<file path="src/rtl/core/xbm_pkg.sv">
// Shared types and constants for the bitmap raster unpacker.
package xbm_pkg;

  localparam int WORD_W  = 16;  // raster word
  localparam int PIXEL_W = 8;   // output pixel value
  localparam int WIDTH_W = 13;  // image_width register
  localparam int POS_W   = 13;  // bit position within a row
  localparam int LIM_W   = 14;  // row length in bits, up to 8192
  localparam int OFF_W   = 11;  // byte offset / byte counts within a row
  localparam int CFG_W   = 13;  // widest register
  localparam int IDX_W   = 2;   // register index

  localparam int MAX_WIDTH_DEFAULT   = 4096;
  localparam int QUEUE_DEPTH_DEFAULT = 4;

  // Register indexes on the configuration port.
  typedef enum logic [IDX_W-1:0] {
    REG_IMAGE_WIDTH      = 2'd0,
    REG_SIXTEEN_BIT_MODE = 2'd1,
    REG_BLACK_VALUE      = 2'd2,
    REG_WHITE_VALUE      = 2'd3
  } cfg_reg_t;

  // Row geometry, derived when image_width is written.
  typedef struct packed {
    logic [WIDTH_W-1:0] eff_width;   // clamped width
    logic [OFF_W-1:0]   data_bytes;  // ceil(width/8)
    logic [OFF_W-1:0]   row_bytes;   // data bytes plus X10 padding byte
    logic               sixteen;     // X10 words
  } row_cfg_t;

  // One queued word: raw bits and the mask of bits that become pixels.
  typedef struct packed {
    logic [WORD_W-1:0] word;
    logic [WORD_W-1:0] keep;
  } word_entry_t;

endpackage

</file>
<file path="src/rtl/core/xbm_ifs.sv">
// Valid/ready stream interfaces for raster words and pixels.
interface xbm_raster_if;
  logic                      valid;
  logic                      ready;
  logic [xbm_pkg::WORD_W-1:0] raster_word;

  modport source (output valid, output raster_word, input ready);
  modport sink   (input valid, input raster_word, output ready);
endinterface

interface xbm_pixel_if;
  logic                       valid;
  logic                       ready;
  logic [xbm_pkg::PIXEL_W-1:0] pixel_value;
  logic                       run_last;

  modport source (output valid, output pixel_value, output run_last, input ready);
  modport sink   (input valid, input pixel_value, input run_last, output ready);
endinterface

</file>
<file path="src/rtl/core/xbm_raster_unpack.sv">
// Top level of the monochrome bitmap raster unpacker.
//
// Usage: raster words enter on the "raster" valid/ready channel, one
// transfer per word (X11 mode uses the low byte only, X10 mode the full
// 16 bits, low byte first). Pixels leave on the "pixel" channel, one
// transfer per pixel, least significant bit first; run_last marks the
// last pixel that a word produced. Words whose bits all fall past the
// image width produce no transfer at all.
// Configuration: cfg_we/cfg_index/cfg_data write image_width (0),
// sixteen_bit_mode (1), black_value (2), white_value (3); change them
// only while no pixel is pending. Row geometry is derived at the write.
// Path: a word's pixels pass through the word queue, the current-word
// register and the output register. Throughput: one pixel per cycle
// while the receiver is ready (single-bit emitter, up to 16 per word).
// The classifier takes a word per cycle while the word queue has room.
// Reset (synchronous, rst high) clears row position, byte offset, the
// queue and the output stage, and loads the register reset values.
// A stalled receiver holds the output register; the queue then fills
// and raster.ready drops.
module xbm_raster_unpack #(
  parameter int MAX_WIDTH   = xbm_pkg::MAX_WIDTH_DEFAULT,
  parameter int QUEUE_DEPTH = xbm_pkg::QUEUE_DEPTH_DEFAULT
) (
  input  logic                       clk,
  input  logic                       rst,
  input  logic                       cfg_we,
  input  logic [xbm_pkg::IDX_W-1:0]  cfg_index,
  input  logic [xbm_pkg::CFG_W-1:0]  cfg_data,
  xbm_raster_if.sink                 raster,
  xbm_pixel_if.source                pixel
);

  // Largest usable width: the register field or MAX_WIDTH, whichever is less.
  localparam int WIDTH_FIELD_MAX = (1 << xbm_pkg::WIDTH_W) - 1;
  localparam logic [xbm_pkg::WIDTH_W-1:0] WIDTH_CAP =
    (MAX_WIDTH > WIDTH_FIELD_MAX) ? xbm_pkg::WIDTH_W'(WIDTH_FIELD_MAX)
                                  : xbm_pkg::WIDTH_W'(MAX_WIDTH);

  xbm_pkg::row_cfg_t             row_cfg;
  logic [xbm_pkg::PIXEL_W-1:0]   black_value;
  logic [xbm_pkg::PIXEL_W-1:0]   white_value;

  // Geometry of a width being written.
  logic [xbm_pkg::WIDTH_W-1:0]   w_in;
  logic [xbm_pkg::WIDTH_W-1:0]   w_eff;
  logic [xbm_pkg::LIM_W-1:0]     w_round;
  logic [xbm_pkg::OFF_W-1:0]     w_bytes;
  logic                          w_pad;

  always_comb begin
    w_in = cfg_data[xbm_pkg::WIDTH_W-1:0];
    if (w_in == '0) begin
      w_eff = xbm_pkg::WIDTH_W'(1);
    end else if (w_in > WIDTH_CAP) begin
      w_eff = WIDTH_CAP;
    end else begin
      w_eff = w_in;
    end
    w_round = {1'b0, w_eff} + xbm_pkg::LIM_W'(7);
    w_bytes = xbm_pkg::OFF_W'(w_round >> 3);
    // X10 rows get a padding byte when width mod 16 is 1..8
    w_pad   = (w_eff[3:0] != 4'd0) && (w_eff[3:0] <= 4'd8);
  end

  always_ff @(posedge clk) begin
    if (rst) begin
      // width 1: one data byte plus the X10 padding byte
      row_cfg.eff_width  <= xbm_pkg::WIDTH_W'(1);
      row_cfg.data_bytes <= xbm_pkg::OFF_W'(1);
      row_cfg.row_bytes  <= xbm_pkg::OFF_W'(2);
      row_cfg.sixteen    <= 1'b0;
      black_value        <= xbm_pkg::PIXEL_W'(1);
      white_value        <= '0;
    end else if (cfg_we) begin
      unique case (xbm_pkg::cfg_reg_t'(cfg_index))
        xbm_pkg::REG_IMAGE_WIDTH: begin
          row_cfg.eff_width  <= w_eff;
          row_cfg.data_bytes <= w_bytes;
          row_cfg.row_bytes  <= w_bytes + xbm_pkg::OFF_W'(w_pad);
        end
        xbm_pkg::REG_SIXTEEN_BIT_MODE: row_cfg.sixteen <= cfg_data[0];
        xbm_pkg::REG_BLACK_VALUE:      black_value <= cfg_data[xbm_pkg::PIXEL_W-1:0];
        xbm_pkg::REG_WHITE_VALUE:      white_value <= cfg_data[xbm_pkg::PIXEL_W-1:0];
        default: ;
      endcase
    end
  end

  // Front end -> word queue -> back end.
  xbm_pkg::word_entry_t push_entry;
  xbm_pkg::word_entry_t pop_entry;
  logic                 q_push;
  logic                 q_pop;
  logic                 q_full;
  logic                 q_empty;

  xbm_front u_front (
    .clk     (clk),
    .rst     (rst),
    .cfg     (row_cfg),
    .raster  (raster),
    .q_full  (q_full),
    .q_push  (q_push),
    .q_entry (push_entry)
  );

  xbm_fifo #(
    .WIDTH ($bits(xbm_pkg::word_entry_t)),
    .DEPTH (QUEUE_DEPTH)
  ) u_queue (
    .clk       (clk),
    .rst       (rst),
    .push      (q_push),
    .push_data (push_entry),
    .full      (q_full),
    .pop       (q_pop),
    .pop_data  (pop_entry),
    .empty     (q_empty)
  );

  xbm_back u_back (
    .clk         (clk),
    .rst         (rst),
    .black_value (black_value),
    .white_value (white_value),
    .q_empty     (q_empty),
    .q_entry     (pop_entry),
    .q_pop       (q_pop),
    .pixel       (pixel)
  );

endmodule

</file>
<file path="src/rtl/core/xbm_fifo.sv">
// Small flip-flop queue between the word classifier and the pixel emitter.
module xbm_fifo #(
  parameter int WIDTH = 32,
  parameter int DEPTH = xbm_pkg::QUEUE_DEPTH_DEFAULT
) (
  input  logic             clk,
  input  logic             rst,
  input  logic             push,
  input  logic [WIDTH-1:0] push_data,
  output logic             full,
  input  logic             pop,
  output logic [WIDTH-1:0] pop_data,
  output logic             empty
);

  localparam int PTR_W = (DEPTH > 1) ? $clog2(DEPTH) : 1;
  localparam int CNT_W = $clog2(DEPTH + 1);

  logic [WIDTH-1:0] mem [DEPTH];
  logic [PTR_W-1:0] wr_ptr;
  logic [PTR_W-1:0] rd_ptr;
  logic [CNT_W-1:0] count;

  always_ff @(posedge clk) begin
    if (rst) begin
      wr_ptr <= '0;
      rd_ptr <= '0;
      count  <= '0;
    end else begin
      if (push) begin
        wr_ptr <= (wr_ptr == PTR_W'(DEPTH - 1)) ? '0 : wr_ptr + 1'b1;
      end
      if (pop) begin
        rd_ptr <= (rd_ptr == PTR_W'(DEPTH - 1)) ? '0 : rd_ptr + 1'b1;
      end
      unique case ({push, pop})
        2'b10:   count <= count + 1'b1;
        2'b01:   count <= count - 1'b1;
        default: count <= count;
      endcase
    end
  end

  always_ff @(posedge clk) begin
    if (push) begin
      mem[wr_ptr] <= push_data;
    end
  end

  assign pop_data = mem[rd_ptr];
  assign full     = (count == CNT_W'(DEPTH));
  assign empty    = (count == '0);

endmodule

</file>
<file path="src/rtl/core/xbm_front.sv">
// Word classifier: tracks row position and offset, builds the pixel keep mask.
module xbm_front (
  input  logic              clk,
  input  logic              rst,
  input  xbm_pkg::row_cfg_t cfg,
  xbm_raster_if.sink        raster,
  input  logic              q_full,
  output logic              q_push,
  output xbm_pkg::word_entry_t q_entry
);

  // Which of the byte's eight bits land inside the image width.
  function automatic logic [7:0] byte_keep(
    input logic [xbm_pkg::POS_W-1:0]   p,
    input logic [xbm_pkg::LIM_W-1:0]   lim,
    input logic [xbm_pkg::WIDTH_W-1:0] w
  );
    logic                      stale;
    logic [xbm_pkg::LIM_W-1:0] s;
    logic [xbm_pkg::LIM_W-1:0] pos;
    logic [7:0]                keep;
    stale = ({1'b0, p} >= lim);
    for (int k = 0; k < 8; k++) begin
      s = {1'b0, p} + xbm_pkg::LIM_W'(k);
      if (k == 0) begin
        pos = {1'b0, p};
      end else if (stale) begin
        // left over from a wider row: wraps on the first bit
        pos = xbm_pkg::LIM_W'(k - 1);
      end else if (s >= lim) begin
        pos = s - lim;
      end else begin
        pos = s;
      end
      keep[k] = (pos < {1'b0, w});
    end
    return keep;
  endfunction

  // Bit position after one byte.
  function automatic logic [xbm_pkg::POS_W-1:0] byte_next(
    input logic [xbm_pkg::POS_W-1:0] p,
    input logic [xbm_pkg::LIM_W-1:0] lim
  );
    logic [xbm_pkg::LIM_W-1:0] s;
    logic [xbm_pkg::POS_W-1:0] nxt;
    s = {1'b0, p} + xbm_pkg::LIM_W'(8);
    if ({1'b0, p} >= lim) begin
      nxt = xbm_pkg::POS_W'(7);
    end else if (s >= lim) begin
      nxt = xbm_pkg::POS_W'(s - lim);
    end else begin
      nxt = s[xbm_pkg::POS_W-1:0];
    end
    return nxt;
  endfunction

  logic [xbm_pkg::POS_W-1:0] bit_pos;
  logic [xbm_pkg::POS_W-1:0] bit_pos_next;
  logic [xbm_pkg::OFF_W-1:0] byte_off;
  logic [xbm_pkg::OFF_W-1:0] byte_off_next;

  logic [xbm_pkg::LIM_W-1:0] lim;
  logic [7:0]                keep0;
  logic [7:0]                keep1;
  logic [xbm_pkg::POS_W-1:0] pos1;
  logic [xbm_pkg::POS_W-1:0] pos2;
  logic [xbm_pkg::OFF_W:0]   off_plus1;
  logic [xbm_pkg::OFF_W:0]   off_plus2;
  logic                      pad;
  logic                      row_last;
  logic                      skip_high;
  logic                      accept;

  always_comb begin
    lim       = {cfg.data_bytes, 3'b000};
    keep0     = byte_keep(bit_pos, lim, cfg.eff_width);
    pos1      = byte_next(bit_pos, lim);
    keep1     = byte_keep(pos1, lim, cfg.eff_width);
    pos2      = byte_next(pos1, lim);
    off_plus1 = {1'b0, byte_off} + 1'b1;
    off_plus2 = {1'b0, byte_off} + 2'd2;
    pad       = (cfg.row_bytes != cfg.data_bytes);
    row_last  = (off_plus2 >= {1'b0, cfg.row_bytes});
    skip_high = pad && row_last;

    if (cfg.sixteen) begin
      q_entry.word  = raster.raster_word;
      q_entry.keep  = {(skip_high ? 8'h00 : keep1), keep0};
      bit_pos_next  = skip_high ? pos1 : pos2;
      byte_off_next = row_last ? '0 : off_plus2[xbm_pkg::OFF_W-1:0];
    end else begin
      q_entry.word  = {8'h00, raster.raster_word[7:0]};
      q_entry.keep  = {8'h00, keep0};
      bit_pos_next  = pos1;
      byte_off_next = (off_plus1 >= {1'b0, cfg.data_bytes}) ?
                      '0 : off_plus1[xbm_pkg::OFF_W-1:0];
    end
  end

  assign raster.ready = !q_full;
  assign accept       = raster.valid && !q_full;
  // words with no pixel inside the width leave nothing for the back end
  assign q_push       = accept && (q_entry.keep != '0);

  always_ff @(posedge clk) begin
    if (rst) begin
      bit_pos  <= '0;
      byte_off <= '0;
    end else if (accept) begin
      bit_pos  <= bit_pos_next;
      byte_off <= byte_off_next;
    end
  end

endmodule

</file>
<file path="src/rtl/core/xbm_back.sv">
// Pixel emitter: one kept bit per unstalled cycle, registered output.
module xbm_back (
  input  logic                         clk,
  input  logic                         rst,
  input  logic [xbm_pkg::PIXEL_W-1:0]  black_value,
  input  logic [xbm_pkg::PIXEL_W-1:0]  white_value,
  input  logic                         q_empty,
  input  xbm_pkg::word_entry_t         q_entry,
  output logic                         q_pop,
  xbm_pixel_if.source                  pixel
);

  logic [xbm_pkg::WORD_W-1:0] cur_word;
  logic [xbm_pkg::WORD_W-1:0] cur_keep;
  logic [xbm_pkg::WORD_W-1:0] low_bit;
  logic [xbm_pkg::WORD_W-1:0] keep_after;
  logic                       out_valid;
  logic [xbm_pkg::PIXEL_W-1:0] out_pixel;
  logic                       out_last;
  logic                       advance;
  logic                       emit;
  logic                       cur_free;

  always_comb begin
    advance    = !out_valid || pixel.ready;
    emit       = advance && (cur_keep != '0);
    low_bit    = cur_keep & (~cur_keep + 1'b1);  // lowest kept bit
    keep_after = cur_keep & ~low_bit;
    cur_free   = (cur_keep == '0) || (emit && (keep_after == '0));
    q_pop      = cur_free && !q_empty;
  end

  always_ff @(posedge clk) begin
    if (rst) begin
      cur_keep  <= '0;
      out_valid <= 1'b0;
    end else begin
      if (q_pop) begin
        cur_keep <= q_entry.keep;
      end else if (emit) begin
        cur_keep <= keep_after;
      end
      if (advance) begin
        out_valid <= emit;
      end
    end
  end

  always_ff @(posedge clk) begin
    if (q_pop) begin
      cur_word <= q_entry.word;
    end
    if (emit) begin
      out_pixel <= ((cur_word & low_bit) != '0) ? black_value : white_value;
      out_last  <= (keep_after == '0);
    end
  end

  assign pixel.valid       = out_valid;
  assign pixel.pixel_value = out_pixel;
  assign pixel.run_last    = out_last;

endmodule

</file>
<file path="src/flat_wrapper.sv">
// flat-port wrapper written by rule: the top's interface ports become plain ports
module xbm_raster_unpack_flat 
#(
  parameter int MAX_WIDTH   = xbm_pkg::MAX_WIDTH_DEFAULT,
  parameter int QUEUE_DEPTH = xbm_pkg::QUEUE_DEPTH_DEFAULT
)
  (clk, rst, cfg_we, cfg_index, cfg_data, raster_valid, raster_raster_word, raster_ready, pixel_valid, pixel_pixel_value, pixel_run_last, pixel_ready);
  xbm_raster_if raster_i ();
  xbm_pixel_if pixel_i ();
  input  logic clk;
  input  logic rst;
  input  logic cfg_we;
  input  logic [xbm_pkg::IDX_W-1:0] cfg_index;
  input  logic [xbm_pkg::CFG_W-1:0] cfg_data;
  input wire logic [$bits(raster_i.valid)-1:0] raster_valid;
  input wire logic [$bits(raster_i.raster_word)-1:0] raster_raster_word;
  output wire logic [$bits(raster_i.ready)-1:0] raster_ready;
  output wire logic [$bits(pixel_i.valid)-1:0] pixel_valid;
  output wire logic [$bits(pixel_i.pixel_value)-1:0] pixel_pixel_value;
  output wire logic [$bits(pixel_i.run_last)-1:0] pixel_run_last;
  input wire logic [$bits(pixel_i.ready)-1:0] pixel_ready;
  assign raster_i.valid = raster_valid;
  assign raster_i.raster_word = raster_raster_word;
  assign raster_ready = raster_i.ready;
  assign pixel_valid = pixel_i.valid;
  assign pixel_pixel_value = pixel_i.pixel_value;
  assign pixel_run_last = pixel_i.run_last;
  assign pixel_i.ready = pixel_ready;
  xbm_raster_unpack #(.MAX_WIDTH(MAX_WIDTH), .QUEUE_DEPTH(QUEUE_DEPTH)) u_core (.clk(clk), .rst(rst), .cfg_we(cfg_we), .cfg_index(cfg_index), .cfg_data(cfg_data), .raster(raster_i), .pixel(pixel_i));
endmodule
</file>
<file path="config.mk">
export PLATFORM = sky130hd
export DESIGN_NAME = xbm_raster_unpack_flat
export DESIGN_NICKNAME = d
export VERILOG_FILES = /design/src/rtl/core/xbm_pkg.sv /design/src/rtl/core/xbm_ifs.sv /design/src/rtl/core/xbm_raster_unpack.sv /design/src/rtl/core/xbm_fifo.sv /design/src/rtl/core/xbm_front.sv /design/src/rtl/core/xbm_back.sv /design/src/flat_wrapper.sv
export SDC_FILE = /design/constraint.sdc
export NUM_CORES = 1
export LEC_CHECK = 0
export ABC_CLOCK_PERIOD_IN_PS = 10700
export BUFFER_PORTS_ARGS = -buffer_cell sky130_fd_sc_hd__buf_2
export CELL_PAD_IN_SITES_DETAIL_PLACEMENT = 0
export CELL_PAD_IN_SITES_GLOBAL_PLACEMENT = 1
export CORE_MARGIN = 2
export CORE_UTILIZATION = 37
export DETAILED_ROUTE_END_ITERATION = 7
export MAX_ROUTING_LAYER = met4
export PLACE_DENSITY = 0.69
export SLEW_MARGIN = 15
export SYNTH_ARGS = -nofsm -noshare
export SYNTH_HDL_FRONTEND = slang
export SYNTH_SLANG_ARGS = --single-unit
</file>
<file path="constraint.sdc">
create_clock -name clk -period 10.7 [get_ports clk]
set_clock_uncertainty 0.2 [all_clocks]
set_input_delay 2.14 -clock clk [delete_from_list [all_inputs] [get_ports clk]]
set_output_delay 2.14 -clock clk [all_outputs]
set_load 0.005 [all_outputs]
</file>
==> run metrics, run 1 <==
Layout area overhead=10.1%; H-tree depth=1; worst-margin pin slew=1110 ps; yosys warns=0; Vias=25.9k; Total Routing Usage GR=25.6%; Worst Path Required=10960 ps; Clock Sinks=255; CP peak stage delay=760 ps; Reg area=6640 sq um; Hold Path Origin=u_core.black_value[6]; Final Net Count=3959; mapped cell area=29000 sq um; CTS root buffer=clkbuf_16; multi-input logic area=21400 sq um; Min Hold Slack=251 ps; crit end category=register; first-pass GRT wire length=155000 um; crit path launch type=register; crit path DAT=10200 ps; DP HPWL=76600 um; Yosys top cell area share=19.0%; row cnt=102; Max-Cap Viols=0; Reg clk slew, reported paths=70 ps; main area contributors after synthesis=ha_1, edfxtp_1, dfxtp_1, nor2_1, xnor2_1; io pins=47; final wirelength=103000 um; sequential share of the synthesized area=22.9%; worst-path cell with the longest stage delay=o21ai_1; Synth top cells by count=ha_1, nor2_1, a21oi_1, nand2_1, xnor2_1; crit path kind=reg -> reg; Post-synth EDFFs=153; Syn Inst Count=3408; chip width=284 um; Post-Syn Nets=3902; Placer Congestion=0.964; vias in the first global route=24.7k; Remaining DRCs=0; Filler cells=7907; Hold Violations, Final=0; ys async rst share=0%; Buf/Inv on CP=5; DRT antenna net count=0; Initial Util=37.4%; Final setup viols=0; Most Frequent Cell on Critical Path=ha_1; fin crit share=92.9%; port bufs=46; die footprint=80600 sq um; hold buffers post-CTS=0; Slew Limit Fails=0; Syn Area/Cell=8.51 sq um; hold crit path type=reg -> reg; DRT Pass-1 Iters=6; TNS Setup=0 ps; CTS buffer count=26; ratio of cells with drive above 1 in the final layout=9.76%; most frequent cell after synthesis=ha_1; CTS tree=yes; DRT iter0 DRCs=2245; critical path's top delay family=simple AND/OR/NAND/NOR gates; source of the critical timing path=u_core.u_front.bit_pos[5]; post-layout min period=9940 ps; max_slew headroom=26.1%; gr ovfl total=0; Max Buffers Root-to-Sink=3; WL per Instance=22.8 um; RSZ-0062 raised after global routing=false; Yosys cell types=103; outcome=finished clean; cell accounting for the most synthesized area=ha_1; initial antenna violation count=1; Synth Flop Type=edfxtp_1; #FFs+latches synth=255; Peak Freq=101 MHz; Die Y=284 um; clk_lat worst skew=550 ps; core area=77500 sq um; drt via density=5.73; CP Max Fanout=14; RR Startpoint=u_core.u_front.bit_pos[5]; largest net degree at the start of global routing=78
==> worst reg2reg max path, delay by kind of cell, from the launching register on <==
family | cells | cell delay, ps
AOI/OAI and AO/OA | 9 | 2210
xor gates and xnor gates | 3 | 640
adders and majority gates | 5 | 1650
buffers and inverters | 5 | 830
DFF | 1 | 620
muxes | 1 | 210
and+or+nand+nor | 15 | 3470
==> layout by cell type (no fill, tap or decap), types with 22 or more instances in the layout <==
| cell | Yosys | routed |
|---|---|---|
| edfxtp_1 | 153 | 153 |
| a21oi_1 | 274 | 271 |
| ha_1 | 441 | 438 |
| o211ai_1 | 25 | 25 |
| a211oi_1 | 71 | 67 |
| nand4_1 | 60 | 60 |
| o21ai_0 | 120 | 119 |
| nor2b_1 | 57 | 57 |
| nor3_1 | 65 | 62 |
| inv_1 | 145 | 144 |
| nand3_1 | 99 | 99 |
| mux2_2 | 22 | 22 |
| nand2b_1 | 55 | 55 |
| xnor2_1 | 183 | 182 |
| nand2_1 | 208 | 208 |
| xor2_1 | 129 | 129 |
| clkbuf_16 | 0 | 26 |
| o21a_1 | 31 | 31 |
| mux2i_1 | 65 | 65 |
| buf_2 | 13 | 46 |
| dfxtp_1 | 102 | 100 |
| buf_4 | 4 | 111 |
| nor2_1 | 434 | 434 |
| mux4_2 | 32 | 32 |
| and2_1 | 29 | 25 |
| a21o_1 | 111 | 111 |
==> sequential cells by signal, summed over array words and instances (netlist names), named ones only <==
| name | flops |
|---|---|
| u_core.row_cfg | 36 |
| u_core.u_queue.wr_ptr | 2 |
| u_core.u_back.pixel.run_last | 1 |
| u_core.u_back.pixel.valid | 1 |
| u_core.white_value | 8 |
| u_core.u_queue.mem | 128 |
| u_core.u_front.bit_pos | 13 |
| u_core.u_queue.count | 3 |
| u_core.u_back.cur_keep | 16 |
| u_core.u_front.byte_off | 11 |
| u_core.u_back.pixel.pixel_value | 8 |
| u_core.black_value | 8 |
| u_core.u_queue.rd_ptr | 2 |
| u_core.u_back.cur_word | 16 |
==> final cells by class <==
| type | instances | area share [%] |
|---|---|---|
| multi-input cells | 2868 | 67.0 |
| flip-flops and latches | 255 | 20.8 |
| well taps | 1040 | 4.08 |
| repair buffers | 163 | 3.71 |
| clock buffers | 30 | 2.09 |
| inverters | 151 | 1.78 |
| clock inverters | 17 | 0.513 |
| diodes | 1 | 0.00784 |
==> logic make-up after synthesis <==
family | count (synthesis) | synth area share (%)
DFF | 255 | 22.9
buffers and inverters | 285 | 3.83
adders and majority gates | 461 | 20.3
xor gates and xnor gates | 312 | 9.43
muxes | 120 | 5.64
AOI/OAI and AO/OA | 834 | 18.8
and+or+nand+nor | 1141 | 19.1
==> final timing paths <==
path / end / cells after the start / slack (ps)
worst max register to register: u_core.u_queue.count[2] / 38 / 760
worst min register to register: u_core.black_value[6] / 2 / 250
worst max-delay path: u_core.u_queue.count[2] / 38 / 760
worst min-delay path: u_core.black_value[6] / 2 / 250
==> timing repair <==
action / CTS / global route
gates resized for setup: 0 / 16
setup buffers: 0 / 7
endpoints found under the setup margin: 0 / 131
==> layer usage <==
layer	wire length (um)	share of wire, %	vias to the layer above	track usage, %
met4	2860	2.8	0	6.48
met3	5390	5.2	159	1.82
li1	-	-	12617	-
met2	47100	46	725	41.2
met5	0	0	-	-
met1	47900	46	12412	34.8
==> metrics by stage <==
| step | setup slack [ps] | std cells | utilization [%] | instance area [sq um] |
|---|---|---|---|---|
| 2_1_floorplan | 543 | 3408 | - | 29000 |
| 4_1_cts | 247 | 4517 | 41.0 | 31800 |
| 3_3_place_gp | 449 | 4470 | 39.9 | 30900 |
| 5_1_grt | 6.43 | 4524 | 41.2 | 31900 |
| 3_5_place_dp | 299 | 4470 | 39.9 | 30900 |
| 6_report | 765 | 4525 | 41.2 | 31900 |
Power of run 1 is left out: the tool's default activity adds up to more than one toggle a clock period on the data nets, which glitch-free logic cannot reach.
==> run 2: changes to the inputs <==
--- a/config.mk
+++ b/config.mk
@@ -6,7 +6,7 @@
 export NUM_CORES = 1
 export LEC_CHECK = 0
 export ABC_CLOCK_PERIOD_IN_PS = 10700
-export BUFFER_PORTS_ARGS = -buffer_cell sky130_fd_sc_hd__buf_2
+export BUFFER_PORTS_ARGS = -buffer_cell sky130_fd_sc_hd__buf_4
 export CELL_PAD_IN_SITES_DETAIL_PLACEMENT = 0
 export CELL_PAD_IN_SITES_GLOBAL_PLACEMENT = 1
 export CORE_MARGIN = 2
==> run metrics, run 2 (same netlist as run 1, synthesis figures left out) <==
final cell count without fillers=4519; crit path DAT=10410 ps; Remaining DRCs=0; outcome=finished clean; post-layout min period=10150 ps; CTS buffer count=26; DRT Pass-1 Iters=6; placed cells=4471; worst-margin pin slew=1160 ps; hold crit path type=reg -> reg; clk_lat worst skew=560 ps; Slew Limit Fails=0; Vias=25.8k; crit path kind=reg -> reg; WL per Instance=22.7 um; Final Net Count=3953; CP Max Fanout=17; Most Frequent Cell on Critical Path=ha_1; worst-path cell with the longest stage delay=or4_1; Worst Path Required=10960 ps; row cnt=102; final wirelength=103000 um; ratio of cells with drive above 1 in the final layout=9.66%; Max-Cap Viols=0; CTS tree=yes; core area=77500 sq um; crit path launch type=register; Placer Congestion=0.955; io pins=47; critical path's top delay family=simple AND/OR/NAND/NOR gates; port bufs=46; Reg with most FFs=u_core.u_queue.mem; first-pass GRT wire length=155000 um; Reg clk slew, reported paths=60 ps; number of flip-flops in the largest register=128; Peak Freq=98.5 MHz; chip width=284 um; Initial Util=37.4%; Buf/Inv on CP=7; vias in the first global route=24.5k; Clock Sinks=255; DRT iter0 DRCs=2150; Post-CTS Repair Setup Buffers=0; max_slew headroom=22.2%; Final setup viols=0; Die Y=284 um; die footprint=80600 sq um; DRT antenna net count=0; commonest non-fill, non-tap cells in the layout=ha_1, nor2_1, a21oi_1, nand2_1, xnor2_1; commonest non-fill, non-tap cell in the layout=ha_1; H-tree depth=1; largest net degree at the start of global routing=77; gr ovfl total=0; Top Registers=u_core.u_queue.mem x128, u_core.row_cfg x36; Max Buffers Root-to-Sink=3; CTS root buffer=clkbuf_16; Layout area overhead=10.2%; fin util=41.2%; antenna cell count=0; Total Routing Usage GR=25.6%; drt via density=5.70; TNS Setup=0 ps; CP peak stage delay=610 ps; RSZ-0062 raised after global routing=false; fin crit share=94.9%; DP HPWL=76000 um; Hold Violations, Final=0; initial antenna violation count=2; crit end category=register
==> run 2: tightest hold or removal path, stage by stage (launching register included) <==
cell and delay, ps:
dfxtp_1 310, nand2_1 50, a21oi_1 50
==> run 2: cell type report <==
class	instances	area, sq um
repair buffers	157	1230
multi-input cells	2868	21400
clock inverters	14	134
clock buffers	34	731
well taps	1040	1300
flip-flops and latches	255	6640
inverters	151	568
fillers	7889	45500
==> run 2: worst paths after layout <==
kind | startpoint | to | slack [ps] | cells after the start
max | u_core.u_front.bit_pos[4] | u_core.u_queue.count[2] | 550 | 44
min | u_core.black_value[2] | u_core.black_value[2] | 250 | 2
max reg2reg | u_core.u_front.bit_pos[4] | u_core.u_queue.count[2] | 550 | 44
min reg2reg | u_core.black_value[2] | u_core.black_value[2] | 250 | 2
==> run 2: what timing repair did <==
action                     CTS  global route
gates resized for setup      0             6
hold buffers                 0             0
setup endpoints to repair    0            88
==> run 2: routing by layer <==
layer  GRT usage [%]  wire length (um)  vias to the layer above
met4            6.73              3080                        0
met2            40.9             46700                      649
met5               -                 0                        -
met1            35.0             47500                    12359
met3            1.70              5240                      159
li1                -                 -                    12595
==> run 2: stage by stage <==
step | setup slack [ps] | hold slack (ps) | area, sq um
floorplan | 543 | 232 | 29000
global placement | 649 | 241 | 31100
detailed placement | 465 | 246 | 31100
CTS | 419 | 256 | 31900
global route | 48.3 | 270 | 32000
finish | 546 | 253 | 32000
Power of run 2 is left out for the same reason.
==> run 3: changes to the inputs <==
--- a/config.mk
+++ b/config.mk
@@ -10,11 +10,12 @@
 export CELL_PAD_IN_SITES_DETAIL_PLACEMENT = 0
 export CELL_PAD_IN_SITES_GLOBAL_PLACEMENT = 1
 export CORE_MARGIN = 2
-export CORE_UTILIZATION = 37
+export CORE_UTILIZATION = 35
 export DETAILED_ROUTE_END_ITERATION = 7
 export MAX_ROUTING_LAYER = met4
-export PLACE_DENSITY = 0.69
+export PLACE_DENSITY = 0.66
 export SLEW_MARGIN = 15
 export SYNTH_ARGS = -nofsm -noshare
 export SYNTH_HDL_FRONTEND = slang
+export SYNTH_HIERARCHICAL = 1
 export SYNTH_SLANG_ARGS = --single-unit
==> run metrics, run 3 <==
M3 GR Usage=1.83%; RSZ-0062 raised after global routing=false; Post-synth EDFFs=153; Layout area overhead=10.3%; CTS buffer count=28; core area=84700 sq um; drt via density=5.70; first-pass GRT wire length=162000 um; DRT Pass-1 Iters=5; yosys warns=6; DRT iter0 DRCs=2354; final cell count without fillers=4677; Synth top cells by count=ha_1, nor2_1, a21oi_1, nand2_1, xnor2_1; Top Registers=u_core/u_queue/mem x128, u_core/row_cfg x36; Worst Path Required=10740 ps; final wirelength=109000 um; Final Net Count=4007; CP Max Fanout=17; Synth Area in Compound Gates=18.9%; CP peak stage delay=510 ps; main area contributors after synthesis=ha_1, edfxtp_1, dfxtp_1, xnor2_1, nor2_1; hold crit path type=reg -> reg; multiplexer area fraction after synthesis=6.17%; Die Y=296 um; Synth Flop Type=edfxtp_1; cell accounting for the most synthesized area=ha_1; crit path kind=reg -> reg; Final setup viols=0; hold buffers post-CTS=0; simple-gate portion of the synthesized area=19.8%; sequential share of the synthesized area=22.3%; gr ovfl total=0; Reg with most FFs=u_core/u_queue/mem; clk_lat worst skew=550 ps; Hold Violations, Final=0; Total Routing Usage GR=25.0%; Max Buffers Root-to-Sink=3; crit end category=register; crit path DAT=10190 ps; DP HPWL=79900 um; mapped cell area=29800 sq um; commonest non-fill, non-tap cells in the layout=ha_1, nor2_1, a21oi_1, nand2_1, xnor2_1; Slew Limit Fails=0; gr busiest metal=met2; Clock Sinks=255; io pins=47; Peak Freq=98.5 MHz; worst-path cell with the longest stage delay=dfxtp_1; chip width=296 um; die footprint=87500 sq um; CTS tree=yes; Post-DP Area=31900 sq um; WL per Instance=23.3 um; M1 GR Usage=34.3%; TNS Setup=0 ps; Vias=26.7k; Syn Area/Cell=8.65 sq um; DRT antenna net count=0; port bufs=46; ys async rst share=0%; pre-CTS setup slack=139 ps; Yosys cell types=114; post-synthesis xor/xnor area fraction=8.88%; Placer Congestion=0.958; Post-Syn Nets=3940; post-layout min period=10150 ps; row cnt=107; worst setup margin=547 ps; largest family of logic cells by synthesized area=adder cells; Syn Inst Count=3443; Adder-Cell Fraction of Synth Area=19.9%; Reg clk slew, reported paths=60 ps; vias in the first global route=25.4k; outcome=finished clean; #FFs+latches synth=255; met2 global-route usage=39.8%; initial antenna violation count=2; fin crit share=94.9%; largest net degree at the start of global routing=50; most frequent cell after synthesis=ha_1; crit path launch type=register; commonest non-fill, non-tap cell in the layout=ha_1; H-tree depth=1; Max-Cap Viols=0; max_slew headroom=19.7%; Remaining DRCs=0; placed cells=4617; Yosys top cell area share=18.6%; number of flip-flops in the largest register=128; ratio of cells with drive above 1 in the final layout=10.1%; final instance area=32900 sq um; Initial Util=35.2%; CTS root buffer=clkbuf_16; worst-margin pin slew=1190 ps
## run 3: logic make-up after synthesis
group                    after synthesis
adder cells (fa/ha/maj)              464
multiplexers                         140
XOR/XNOR                             302
flip-flops                           255
AO/OA/AOI/OAI                        827
buffers and inverters                279
AND/OR/NAND/NOR                     1176
## run 3: layout make-up
cell class                      count  area, sq um
Antenna cell                        2         5.00
Fill cell                        8585        51900
Timing Repair Buffer              173         1340
Clock buffer                       36          772
Sequential cell                   255         6640
Clock inverter                     15          116
Inverter                          143          537
Tap cell                         1144         1430
Multi-Input combinational cell   2909        22000
## run 3: layer usage
metal	vias up	share of wire (%)
met4	0	2.8
met3	156	5.4
li1	12858	-
met2	780	45
met5	-	0
met1	12858	47
## run 3: worst paths after layout
path	slack (ps)	endpoint	start	cells after the start
max reg2reg	550	u_core/u_queue/mem[3][27]	u_core/u_front/bit_pos[3]	40
max	550	u_core/u_queue/mem[3][27]	u_core/u_front/bit_pos[3]	40
min reg2reg	260	u_core/row_cfg[28]	u_core/row_cfg[28]	2
min	260	u_core/row_cfg[28]	u_core/row_cfg[28]	2
## run 3: repair_timing
action	CTS	global route
gates resized for setup	0	11
buffers inserted	0	7
endpoints found under the setup margin	0	131
## run 3: critical path, delay by kind of cell, from the launching register on
family,cells,cell delay (ps)
AOI/OAI and AO/OA,15,3310
DFF,1,510
buffers and inverters,6,1190
xor gates and xnor gates,2,670
and+or+nand+nor,12,2310
adders and majority gates,5,1630
## run 3: per-stage QoR
| stage | utilization, % | hold WS (ps) |
|---|---|---|
| finish | 38.8 | 255 |
| floorplan | - | 228 |
| CTS | 38.7 | 257 |
| global placement | 37.6 | 242 |
| global route | 38.8 | 279 |
| detailed placement | 37.6 | 249 |
Power of run 3 is left out for the same reason.
